### src/hdl/ifd_pkg.sv
package ifd_pkg;

  localparam int SAMPLE_BITS = 16;
  localparam int MAX_FOLDS   = 10;

  // Configuration register widths and indexes.
  localparam int DRV_GAIN_W = 13;
  localparam int THR_W      = 16;
  localparam int LIMIT_W    = 4;
  localparam int WET_W      = 16;
  localparam int GAIN_W     = 16;
  localparam int CFG_IDX_W  = 3;
  localparam int CFG_DATA_W = 16;

  localparam logic [CFG_IDX_W-1:0] REG_DRIVE_GAIN    = 3'd0;
  localparam logic [CFG_IDX_W-1:0] REG_FOLD_THRESHOLD = 3'd1;
  localparam logic [CFG_IDX_W-1:0] REG_FOLD_LIMIT    = 3'd2;
  localparam logic [CFG_IDX_W-1:0] REG_WET_MIX       = 3'd3;
  localparam logic [CFG_IDX_W-1:0] REG_OUT_GAIN      = 3'd4;

  localparam logic [DRV_GAIN_W-1:0] DRIVE_GAIN_RST    = 13'd2688;
  localparam logic [THR_W-1:0]      FOLD_THRESHOLD_RST = 16'd18022;
  localparam logic [LIMIT_W-1:0]    FOLD_LIMIT_RST    = 4'd3;
  localparam logic [WET_W-1:0]      WET_MIX_RST       = 16'd32768;
  localparam logic [GAIN_W-1:0]     OUT_GAIN_RST      = 16'd22938;

  // Folded value runs in signed Q5.15; two extra bits hold a reflection before saturation.
  localparam int X_W    = 21;
  localparam int XW_EXT = X_W + 2;
  localparam int FC_W   = $clog2(MAX_FOLDS + 1);

  localparam logic signed [XW_EXT-1:0] X_MAX_E = XW_EXT'(2**(X_W-1) - 1);
  localparam logic signed [XW_EXT-1:0] X_MIN_E = XW_EXT'(-(2**(X_W-1)));

  // Drive product and its rounding shift.
  localparam int DRV_P_W   = SAMPLE_BITS + DRV_GAIN_W + 1;
  localparam int DRV_SHIFT = SAMPLE_BITS - 8;
  localparam int DRV_HALF  = (2**DRV_SHIFT) / 2;

  // Wet fraction full scale, 1.0 in Q1.15.
  localparam int MIX_ONE_W = 17;
  localparam logic [MIX_ONE_W-1:0] MIX_ONE = 17'd32768;

  // Pipeline depth from an accepted transaction to its result strobe.
  localparam int IFD_LATENCY = MAX_FOLDS + 6;

  typedef struct packed {
    logic                          valid;
    logic                          bypass;
    logic signed [SAMPLE_BITS-1:0] dry;
    logic signed [X_W-1:0]         x;
    logic [FC_W-1:0]               rem;
  } cell_bus_t;

  function automatic logic signed [X_W-1:0] sat_x(input logic signed [XW_EXT-1:0] v);
    logic signed [XW_EXT-1:0] r;
    begin
      if (v > X_MAX_E) begin
        r = X_MAX_E;
      end else if (v < X_MIN_E) begin
        r = X_MIN_E;
      end else begin
        r = v;
      end
      return r[X_W-1:0];
    end
  endfunction

endpackage

### src/hdl/ifd_fold_cell.sv
module ifd_fold_cell (
  input  logic                        clk,
  input  logic                        rst_n,
  input  logic [ifd_pkg::THR_W-1:0]   thr,
  input  ifd_pkg::cell_bus_t          bus_i,
  output ifd_pkg::cell_bus_t          bus_o
);
  import ifd_pkg::*;

  logic signed [XW_EXT-1:0] x_e;
  logic signed [XW_EXT-1:0] t_e;
  logic signed [XW_EXT-1:0] fold_v;
  cell_bus_t                bus_nxt;
  cell_bus_t                bus_r;

  always_comb begin
    x_e    = XW_EXT'(bus_i.x);
    t_e    = $signed(XW_EXT'(thr));
    fold_v = x_e;
    // Once the value sits inside the band it stays there, so no stop flag is needed.
    if (bus_i.rem != '0) begin
      if (x_e > t_e) begin
        fold_v = (t_e <<< 1) - x_e;
      end else if (x_e < -t_e) begin
        fold_v = -(t_e <<< 1) - x_e;
      end
    end
    bus_nxt   = bus_i;
    bus_nxt.x = sat_x(fold_v);
    if (bus_i.rem != '0) begin
      bus_nxt.rem = bus_i.rem - FC_W'(1);
    end
  end

  always_ff @(posedge clk) begin
    if (!rst_n) begin
      bus_r.valid <= 1'b0;
    end else begin
      bus_r <= bus_nxt;
    end
  end

  assign bus_o = bus_r;

endmodule

### config.mk
export PLATFORM = sky130hd
export DESIGN_NAME = ifd_fold_cell
export DESIGN_NICKNAME = d
export VERILOG_FILES = /design/src/hdl/ifd_pkg.sv /design/src/hdl/ifd_fold_cell.sv
export SDC_FILE = /design/constraint.sdc
export NUM_CORES = 1
export LEC_CHECK = 0
export BUFFER_PORTS_ARGS = -buffer_cell sky130_fd_sc_hd__buf_4
export CAP_MARGIN = 20
export CORE_MARGIN = 2
export CORE_UTILIZATION = 50
export CTS_CLUSTER_DIAMETER = 60
export DETAILED_ROUTE_END_ITERATION = 8
export PLACE_DENSITY = 0.83
export SLEW_MARGIN = 20
export SYNTH_ARGS = -nofsm -noshare
export SYNTH_HDL_FRONTEND = slang
export SYNTH_SLANG_ARGS = --single-unit
### constraint.sdc
create_clock -name clk -period 11.8 [get_ports clk]
set_clock_uncertainty 0.15 [all_clocks]
set_input_delay 2.36 -clock clk [delete_from_list [all_inputs] [get_ports clk]]
set_output_delay 2.36 -clock clk [all_outputs]
set_load 0.05 [all_outputs]
==> out/qor.csv <==
metric;value;unit
status;complete, no violations;
yosysTopAreaCell;edfxtp_1;
cts.sinks;43;
crit_type;input pin to flop;
pre_cts_ws;3.69;ns
max_freq;126;MHz
io_buffers;103;
root_buffer;clkbuf_8;
ys.flop_type;edfxtp_1;
finalNonFillerCells;853;
utilization;61.7;%
die_area;11500;um2
worstPathArrival;7.78;ns
ys_top_cells_by_area;edfxtp_1 24%, ha_1 22%, xnor2_1 5.7%, inv_1 4.4%, a21oi_1 3.8%;
top_level_ports;104;
p_leak;2.88;nW
clkTransAtPathRegs;0.08;ns
grt_max_degree;44;
first_pass_iters;5;
peakVddDrop;92.7;uV
final_hold_viol_count;0;
placeableCoreArea;10300;um2
worstSetupEndpointType;flop;
grt_pass1_wl;24.2;mm
synth.most_common_cell;ha_1;
antenna_cells;0;
ant_nets;0;
synthTopCellsByCount;95 x ha_1, 63 x inv_1, 42 x edfxtp_1;
clk_path_buf_depth;2;
synthesis.instances;614;
holdWs;2.09;ns
routedWlPerCell;17.8;um
gp_congestion;0.995;
dpl_cell_area;6250;um2
cts_tree;done;
cts-resized-gates;0;
dpl.hpwl;12.6;mm
start_util;51.7;%
syn_area_per_cell;8.69;um2
p_per_area;100;nW/um2
setup_viol_count_final;0;
period_minus_slack;7.92;ns
hp-start;bus_i[26];
die_height;107;um
numCtsBuffers;5;
syn_nets;772;
finalCritPeriodShare;67.1;%
chipWidth;107;um
rows;37;
routed_wl;15.2;mm
min_path_cells;1;
setup-tns-final;0;ns
post-place-cells;845;
worstSetupStartpointType;input pin;
hold_path_end;bus_o[26]$_DFFE_PP_;
antenna_found_initial;0;
worstPathRequired;11.66;ns
synth.top_cell.area_share;23.6;%
drive_above_1_share;17.7;%
worst_pin_slew;1.12;ns
crit_fanout;20;
rsz0062_at_grt;no;
area_growth;19.3;%
worst_slack;3.88;ns
ys.warnings.count;0;
drv_cap;0;
finalPower;0.636;mW
cts_hold_buf;0;
drc;0;
viasPerCell;6.17;
grt_pass1_vias;5056;
vias;5260;
syn_area;5340;um2
fin_area;6360;um2
cts_setup_buffers;0;
synth-edff-count;42;
first_iter_violations;388;
globalRoute.totalOverflow;0;
async_flop_share;0;%
grt_usage;26.1;%
synth_seq_cells;43;
synth_cell_types;67;
nNetsFinal;874;
hold_path.class;input pin to flop;
max_slew_margin;23.6;%
cts_max_level;2;
ys_seq_area_share;24.0;%
largest_register_ffs;43;
slew_viol_final;0;
-- area by class of cell --
type / count / area [um2]
inverter: 63 / 236
multi-input combinational: 497 / 3770
timing repair buffer: 106 / 796
tap: 136 / 170
clock inverter: 3 / 43.8
sequential: 43 / 1280
clock buffer: 5 / 68.8
fill: 871 / 3960
-- cells by family after synthesis --
kind of cell / share of synthesized area (%)
adder cells (fa/ha/maj): 23.0
AO/OA/AOI/OAI: 25.3
XOR/XNOR: 6.89
AND/OR/NAND/NOR: 14.7
multiplexers: 0.563
buffers and inverters: 5.46
flip-flops: 24.0
-- where the power goes --
group / internal [mW] / switching, mW
Clock: 0.0630 / 0.0487
Sequential: 0.191 / 0.00534
Combinational: 0.120 / 0.208
-- routing by layer --
metal / part of all wire [%] / wire, um / GRT usage (%)
met3: 8.3 / 1260 / 1.82
met1: 42 / 6350 / 34.3
met5: 0 / 0 / 0
met2: 47 / 7180 / 46.1
met4: 2.5 / 372 / 7.51
-- worst max-delay path: stages --
cell and delay [ns]:
buf_4 0.12, or3_1 0.41, nor2_1 0.20, nand4_1 0.20, or3_1 0.39, or3_1 0.38, nor3_1 0.31, nand2_1 0.22
nor3_1 0.26, ha_1 0.19, and4_1 0.22, nor3b_1 0.29, a21oi_1 0.14, a211oi_1 0.33, a21o_1 0.20, nand3_1 0.35
a211oi_2 0.42, o21a_1 0.60, o21ai_1 0.19
-- worst max path at each step --
stage                       from                 endpoint  slack, ns  cells past startpoint
after global routing      thr[4]  bus_o[20]$_SDFFCE_PN1P_       3.50                     19
after global placement    thr[4]  bus_o[17]$_SDFFCE_PN1P_       4.02                     18
after detailed placement  thr[4]  bus_o[16]$_SDFFCE_PN1P_       3.69                     19
after CTS                 thr[4]  bus_o[16]$_SDFFCE_PN1P_       3.99                     18
final                     thr[4]  bus_o[16]$_SDFFCE_PN1P_       3.88                     19
after floorplan           thr[4]  bus_o[14]$_SDFFCE_PN1P_       5.01                     18
-- layout by cell type, fill, tap and decap left out, types with 14 or more instances in the layout --
master	count
buf_4	106
xnor2_1	35
nor2_1	41
inv_1	63
nand3_1	15
o21ai_1	23
a21oi_1	40
ha_1	95
o21ai_0	31
nor3_1	24
edfxtp_1	42
nand2_1	27
a21o_1	14
No activity file was read; power rests on OpenSTA's default activity.
