## config.mk

```make
export PLATFORM = sky130hd
export DESIGN_NAME = ifd_mix_out
export DESIGN_NICKNAME = d
export VERILOG_FILES = /design/src/hdl/ifd_pkg.sv /design/src/hdl/ifd_mix_out.sv
export SDC_FILE = /design/constraint.sdc
export NUM_CORES = 2
export LEC_CHECK = 0
export BUFFER_PORTS_ARGS = -buffer_cell sky130_fd_sc_hd__clkbuf_2
export CAP_MARGIN = 5
export CELL_PAD_IN_SITES_DETAIL_PLACEMENT = 0
export CELL_PAD_IN_SITES_GLOBAL_PLACEMENT = 1
export CORE_MARGIN = 4
export CORE_UTILIZATION = 52
export CTS_CLUSTER_DIAMETER = 30
export CTS_CLUSTER_SIZE = 30
export DETAILED_ROUTE_END_ITERATION = 16
export PLACE_DENSITY_LB_ADDON = 0.2
export SETUP_SLACK_MARGIN = 0.3
export SLEW_MARGIN = 15
export SYNTH_ARGS = -nofsm -noshare
export SYNTH_HDL_FRONTEND = slang
export SYNTH_SLANG_ARGS = --single-unit
export TNS_END_PERCENT = 5
```

## constraint.sdc

```tcl
create_clock -name clk -period 12.4 [get_ports clk]
set_clock_uncertainty 0.2 [all_clocks]
set_input_delay 0.62 -clock clk [delete_from_list [all_inputs] [get_ports clk]]
set_output_delay 0.62 -clock clk [all_outputs]
set_load 0.03 [all_outputs]
```

## src/hdl/ifd_pkg.sv

```systemverilog
package ifd_pkg;

  localparam int SAMPLE_BITS = 16;
  localparam int MAX_FOLDS   = 10;

  // Configuration register widths and indexes.
  localparam int DRV_GAIN_W = 13;
  localparam int THR_W      = 16;
  localparam int LIMIT_W    = 4;
  localparam int WET_W      = 16;
  localparam int GAIN_W     = 16;
  localparam int CFG_IDX_W  = 3;
  localparam int CFG_DATA_W = 16;

  localparam logic [CFG_IDX_W-1:0] REG_DRIVE_GAIN    = 3'd0;
  localparam logic [CFG_IDX_W-1:0] REG_FOLD_THRESHOLD = 3'd1;
  localparam logic [CFG_IDX_W-1:0] REG_FOLD_LIMIT    = 3'd2;
  localparam logic [CFG_IDX_W-1:0] REG_WET_MIX       = 3'd3;
  localparam logic [CFG_IDX_W-1:0] REG_OUT_GAIN      = 3'd4;

  localparam logic [DRV_GAIN_W-1:0] DRIVE_GAIN_RST    = 13'd2688;
  localparam logic [THR_W-1:0]      FOLD_THRESHOLD_RST = 16'd18022;
  localparam logic [LIMIT_W-1:0]    FOLD_LIMIT_RST    = 4'd3;
  localparam logic [WET_W-1:0]      WET_MIX_RST       = 16'd32768;
  localparam logic [GAIN_W-1:0]     OUT_GAIN_RST      = 16'd22938;

  // Folded value runs in signed Q5.15; two extra bits hold a reflection before saturation.
  localparam int X_W    = 21;
  localparam int XW_EXT = X_W + 2;
  localparam int FC_W   = $clog2(MAX_FOLDS + 1);

  localparam logic signed [XW_EXT-1:0] X_MAX_E = XW_EXT'(2**(X_W-1) - 1);
  localparam logic signed [XW_EXT-1:0] X_MIN_E = XW_EXT'(-(2**(X_W-1)));

  // Drive product and its rounding shift.
  localparam int DRV_P_W   = SAMPLE_BITS + DRV_GAIN_W + 1;
  localparam int DRV_SHIFT = SAMPLE_BITS - 8;
  localparam int DRV_HALF  = (2**DRV_SHIFT) / 2;

  // Wet fraction full scale, 1.0 in Q1.15.
  localparam int MIX_ONE_W = 17;
  localparam logic [MIX_ONE_W-1:0] MIX_ONE = 17'd32768;

  // Pipeline depth from an accepted transaction to its result strobe.
  localparam int IFD_LATENCY = MAX_FOLDS + 6;

  typedef struct packed {
    logic                          valid;
    logic                          bypass;
    logic signed [SAMPLE_BITS-1:0] dry;
    logic signed [X_W-1:0]         x;
    logic [FC_W-1:0]               rem;
  } cell_bus_t;

  function automatic logic signed [X_W-1:0] sat_x(input logic signed [XW_EXT-1:0] v);
    logic signed [XW_EXT-1:0] r;
    begin
      if (v > X_MAX_E) begin
        r = X_MAX_E;
      end else if (v < X_MIN_E) begin
        r = X_MIN_E;
      end else begin
        r = v;
      end
      return r[X_W-1:0];
    end
  endfunction

endpackage

```

## src/hdl/ifd_mix_out.sv

```systemverilog
module ifd_mix_out (
  input  logic                                clk,
  input  logic                                rst_n,
  input  ifd_pkg::cell_bus_t                  bus_i,
  input  logic [ifd_pkg::WET_W-1:0]           wet_mix,
  input  logic [ifd_pkg::GAIN_W-1:0]          out_gain,
  output logic                                out_valid,
  output logic signed [ifd_pkg::SAMPLE_BITS-1:0] out_sample_out,
  output logic                                out_clipped
);
  import ifd_pkg::*;

  localparam int WSHIFT    = (SAMPLE_BITS >= 16) ? SAMPLE_BITS - 16 : 0;
  localparam int DSHIFT    = (SAMPLE_BITS >= 16) ? 0 : 16 - SAMPLE_BITS;
  localparam int MIX_SHIFT = (SAMPLE_BITS >= 16) ? 15 : 31 - SAMPLE_BITS;
  localparam int PD_W      = SAMPLE_BITS + MIX_ONE_W + 1;
  localparam int PW_W      = X_W + MIX_ONE_W + 1;
  localparam int SUM_W     = ((PD_W + DSHIFT > PW_W + WSHIFT) ? PD_W + DSHIFT : PW_W + WSHIFT) + 1;
  localparam int Y_W       = SAMPLE_BITS + 6;
  localparam int G_W       = Y_W + GAIN_W + 1;
  localparam int R_W       = G_W + 1;

  localparam logic signed [SUM_W-1:0] MIX_HALF  = SUM_W'((2**MIX_SHIFT) / 2);
  localparam logic signed [R_W-1:0]   GAIN_HALF = R_W'(2**14);
  localparam logic signed [R_W-1:0]   SMAX_E    = R_W'(2**(SAMPLE_BITS-1) - 1);
  localparam logic signed [R_W-1:0]   SMIN_E    = R_W'(-(2**(SAMPLE_BITS-1)));

  logic [MIX_ONE_W-1:0] m_sat;
  logic [MIX_ONE_W-1:0] d_frac;

  // Stage A: dry and wet products.
  logic                          a_valid_r, a_bypass_r;
  logic signed [SAMPLE_BITS-1:0] a_dry_r;
  logic signed [PD_W-1:0]        a_pd_r, a_pd_nxt;
  logic signed [PW_W-1:0]        a_pw_r, a_pw_nxt;
  // Stage B: rounded mix.
  logic                          b_valid_r, b_bypass_r;
  logic signed [SAMPLE_BITS-1:0] b_dry_r;
  logic signed [SUM_W-1:0]       b_sum;
  logic signed [Y_W-1:0]         b_y_r, b_y_nxt;
  // Stage C: output gain product.
  logic                          c_valid_r, c_bypass_r;
  logic signed [SAMPLE_BITS-1:0] c_dry_r;
  logic signed [G_W-1:0]         c_g_r, c_g_nxt;
  // Stage D: rounding, saturation, output register.
  logic signed [R_W-1:0]         d_res;
  logic signed [SAMPLE_BITS-1:0] d_sample_nxt, out_sample_r;
  logic                          d_clip_nxt, out_clip_r, out_valid_r;

  always_comb begin
    m_sat    = (wet_mix > WET_W'(MIX_ONE)) ? MIX_ONE : MIX_ONE_W'(wet_mix);
    d_frac   = MIX_ONE - m_sat;
    a_pd_nxt = PD_W'(bus_i.dry) * PD_W'($signed({1'b0, d_frac}));
    a_pw_nxt = PW_W'(bus_i.x) * PW_W'($signed({1'b0, m_sat}));
    b_sum    = (SUM_W'(a_pd_r) <<< DSHIFT) + (SUM_W'(a_pw_r) <<< WSHIFT) + MIX_HALF;
    b_y_nxt  = Y_W'(b_sum >>> MIX_SHIFT);
    c_g_nxt  = G_W'(b_y_r) * G_W'($signed({1'b0, out_gain}));
    d_res    = (R_W'(c_g_r) + GAIN_HALF) >>> 15;
    if (c_bypass_r) begin
      d_sample_nxt = c_dry_r;
      d_clip_nxt   = 1'b0;
    end else if (d_res > SMAX_E) begin
      d_sample_nxt = SMAX_E[SAMPLE_BITS-1:0];
      d_clip_nxt   = 1'b1;
    end else if (d_res < SMIN_E) begin
      d_sample_nxt = SMIN_E[SAMPLE_BITS-1:0];
      d_clip_nxt   = 1'b1;
    end else begin
      d_sample_nxt = d_res[SAMPLE_BITS-1:0];
      d_clip_nxt   = 1'b0;
    end
  end

  always_ff @(posedge clk) begin
    if (!rst_n) begin
      a_valid_r   <= 1'b0;
      b_valid_r   <= 1'b0;
      c_valid_r   <= 1'b0;
      out_valid_r <= 1'b0;
    end else begin
      a_valid_r    <= bus_i.valid;
      a_bypass_r   <= bus_i.bypass;
      a_dry_r      <= bus_i.dry;
      a_pd_r       <= a_pd_nxt;
      a_pw_r       <= a_pw_nxt;
      b_valid_r    <= a_valid_r;
      b_bypass_r   <= a_bypass_r;
      b_dry_r      <= a_dry_r;
      b_y_r        <= b_y_nxt;
      c_valid_r    <= b_valid_r;
      c_bypass_r   <= b_bypass_r;
      c_dry_r      <= b_dry_r;
      c_g_r        <= c_g_nxt;
      out_valid_r  <= c_valid_r;
      out_sample_r <= d_sample_nxt;
      out_clip_r   <= d_clip_nxt;
    end
  end

  assign out_valid      = out_valid_r;
  assign out_sample_out = out_sample_r;
  assign out_clipped    = out_clip_r;

endmodule

```

==> results.cfg <==
[critical_path]
critPathKind = in -> reg
worst-path-buf-inv = 7
path_depth = 34
ff2ff_path_depth = 20
cp_slowest_stage_delay_ps = 550
crit_arrival_ps = 10310
start_kind = primary input
critPathRequiredTime_ps = 12420
slowest_stage = o41ai_4
crit_top_cell = fa_1
end_kind = flip-flop
crit_family = adder cells
crit_fanout = 21

[detailed_routing]
wl_um = 97170
drc = 0
met1_length_um = 44130
drt-vias-per-instance = 5.155
wl_per_cell_um = 17.63
via_count = 28410
initialDrtViolationCount = 1384
drtAntennaViolNets = 0
top_layer = met4
dr.pass1.iters = 5
route.met2.wl_um = 46360
wl_met3_um = 4905

[floorplan]
row_count = 104
start_util_pct = 52.54
die-area_um2 = 86150
core-area_um2 = 80680
io_pins = 95
die_y_um = 293.5
die_w_um = 293.5

[yosys]
yosysWarnings = 0
synthFlopType = edfxtp_1
syn-num-nets = 5794
ys_ff_latch = 190
ys_seq_area_share_pct = 13.37
synth_cell_types = 68
syn-cell-area_um2 = 42390
synth_edf_count = 186
synth_area_per_cell_um2 = 9.525
synth-async-reset-ratio_pct = 0
postSynthCellCount = 4450

[timing]
hold_viol = 0
slew_headroom_pct = 42.21
slew_viol_final = 0
max_freq_ghz = 0.09722
post-route-period-util_pct = 82.95
worst_slew_pin_slew_ps = 866.8
finalCriticalPeriod_ps = 10290
setup_violations = 0
rsz0062_at_grt = no
fin_setup_tns_ps = 0

[run_status]
status = complete, no violations

[clock_tree]
cts_root_buf = clkbuf_16
clock_latency_ps = 480
post_cts.repair.setup_buffers = 0
cts_resized = 0
cts_tree = yes
clockBufferDepth = 2
cts_sinks = 190
path_clk_slew_ps = 80
numCtsBuffers = 17
holdBufCountCts = 0
cts_max_level = 4

[placement]
post-dp-hpwl_um = 79360
gp_congestion = 0.8329
placed_area_um2 = 43840
portBuffers = 90
dp.cells = 5476

[grt]
grt_use_total_pct = 23.93
grt_pass1_vias = 30750
grt_pass1_wl_um = 163000
antenna_found_initial = 2
grt_max_degree = 69
overflow = 0

[layout]
postLayoutCellArea_um2 = 44440
fillers = 7388
layout.cells.non_filler = 5511
layout_commonest_cell = inv_1
drive_gt1_share_pct = 4.451
area_delta_synth_final_pct = 4.829
nets = 5779
final_cell_mix = 1,137 x inv_1, 885 x fa_1, 659 x nand2_1, 382 x ha_1, 311 x and2_1
final_util_pct = 55.08

[min_path]
min_path_cells = 1
min_path_type = in -> reg

[flow_run]
cap_violations = 0
layer usage:
layer  up-vias  GRT usage (%)
li1      13250              -
met1     14470          33.84
met2       599          39.81
met3        92          3.454
met4         0          5.072
met5         -              0
worst paths after layout:
path,slack (ps),end,from
setup reg to reg,4630,c_g_r[37],b_y_r[8]
hold / removal,120,a_bypass_r,bus_i[41]
setup / recovery,2110,a_pd_r[33],wet_mix[0]
hold reg to reg,220,b_dry_r[1],a_dry_r[1]
registers in the layout, summed over array words and instances (netlist names):
register / flops
a_bypass_r: 1
a_dry_r: 16
a_pd_r: 34
a_pw_r: 37
a_valid_r: 1
b_bypass_r: 1
b_dry_r: 16
b_valid_r: 1
b_y_r: 22
c_bypass_r: 1
c_dry_r: 16
c_g_r: 25
c_valid_r: 1
out_clipped: 1
out_sample_out: 16
out_valid: 1
through the flow:
| step | hold WS, ps | worst slack [ps] |
|---|---|---|
| floorplan | 200.3 | 3208 |
| global placement | 201.3 | 1950 |
| detailed placement | 204.5 | 1868 |
| CTS | 82.60 | 2336 |
| global route | 90.64 | 1845 |
| finish | 117.6 | 2114 |
final cells by class:
class,count,area [um2],share of cell area (%)
flip-flops and latches,190,5665,12.75
repair buffers,131,767.0,1.726
clock buffers,17,425.4,0.9574
inverters,1137,4268,9.605
clock inverters,15,165.2,0.3717
well taps,1060,1326,2.985
multi-input cells,2958,31810,71.59
diodes,3,7.507,0.01689
synth_stat cells, types with 5 or more instances:
cell      count  area (um2)
inv_1      1137        4268
xor2_1       39       341.6
nand3_1      28       140.1
nand2b_1     19       118.9
o311ai_0      6       52.55
nor2b_1      26       162.7
ha_1        382        4780
a21boi_0      5       37.54
edfxtp_1    186        5585
a211oi_1      6       45.04
nor3_1       19       95.09
a21oi_1      94       470.5
and2_1      311        1946
o21a_1       19       142.6
clkbuf_1    151       566.8
o21ai_0      34       170.2
and3_1       68       425.4
a21o_1       51       382.9
buf_2         7       35.03
a31oi_1       5       31.28
or2_2         5       31.28
nand4_1      17       106.4
nor2_1       73       274.0
xnor2_1     102       893.4
o211ai_1     15       112.6
or3_1         8       50.05
fa_1        885       17720
o21bai_1     11       82.58
nand2_1     659        2474
worst register-to-register path, delay by kind of cell (launching register included):
family | cells | cell delay [ps]
fa+ha+maj | 7 | 3360
buf+inv | 3 | 150
simple gates | 2 | 490
flops | 1 | 910
xor+xnor | 1 | 110
compound gates | 7 | 2310
cells by family (layout without fill, tap and decap cells):
group | count (synthesis) | after routing | synth area share, %
AO/OA/AOI/OAI | 292 | 292 | 4.655
XOR/XNOR | 145 | 145 | 3.067
adder cells (fa/ha/maj) | 1267 | 1267 | 53.07
buffers and inverters | 1302 | 1300 | 11.65
flip-flops | 190 | 190 | 13.37
other | 0 | 3 | 0
AND/OR/NAND/NOR | 1254 | 1254 | 14.19
Power is not shown: default switching activity piles up to over one toggle a cycle in this logic, so the estimate is an artifact.
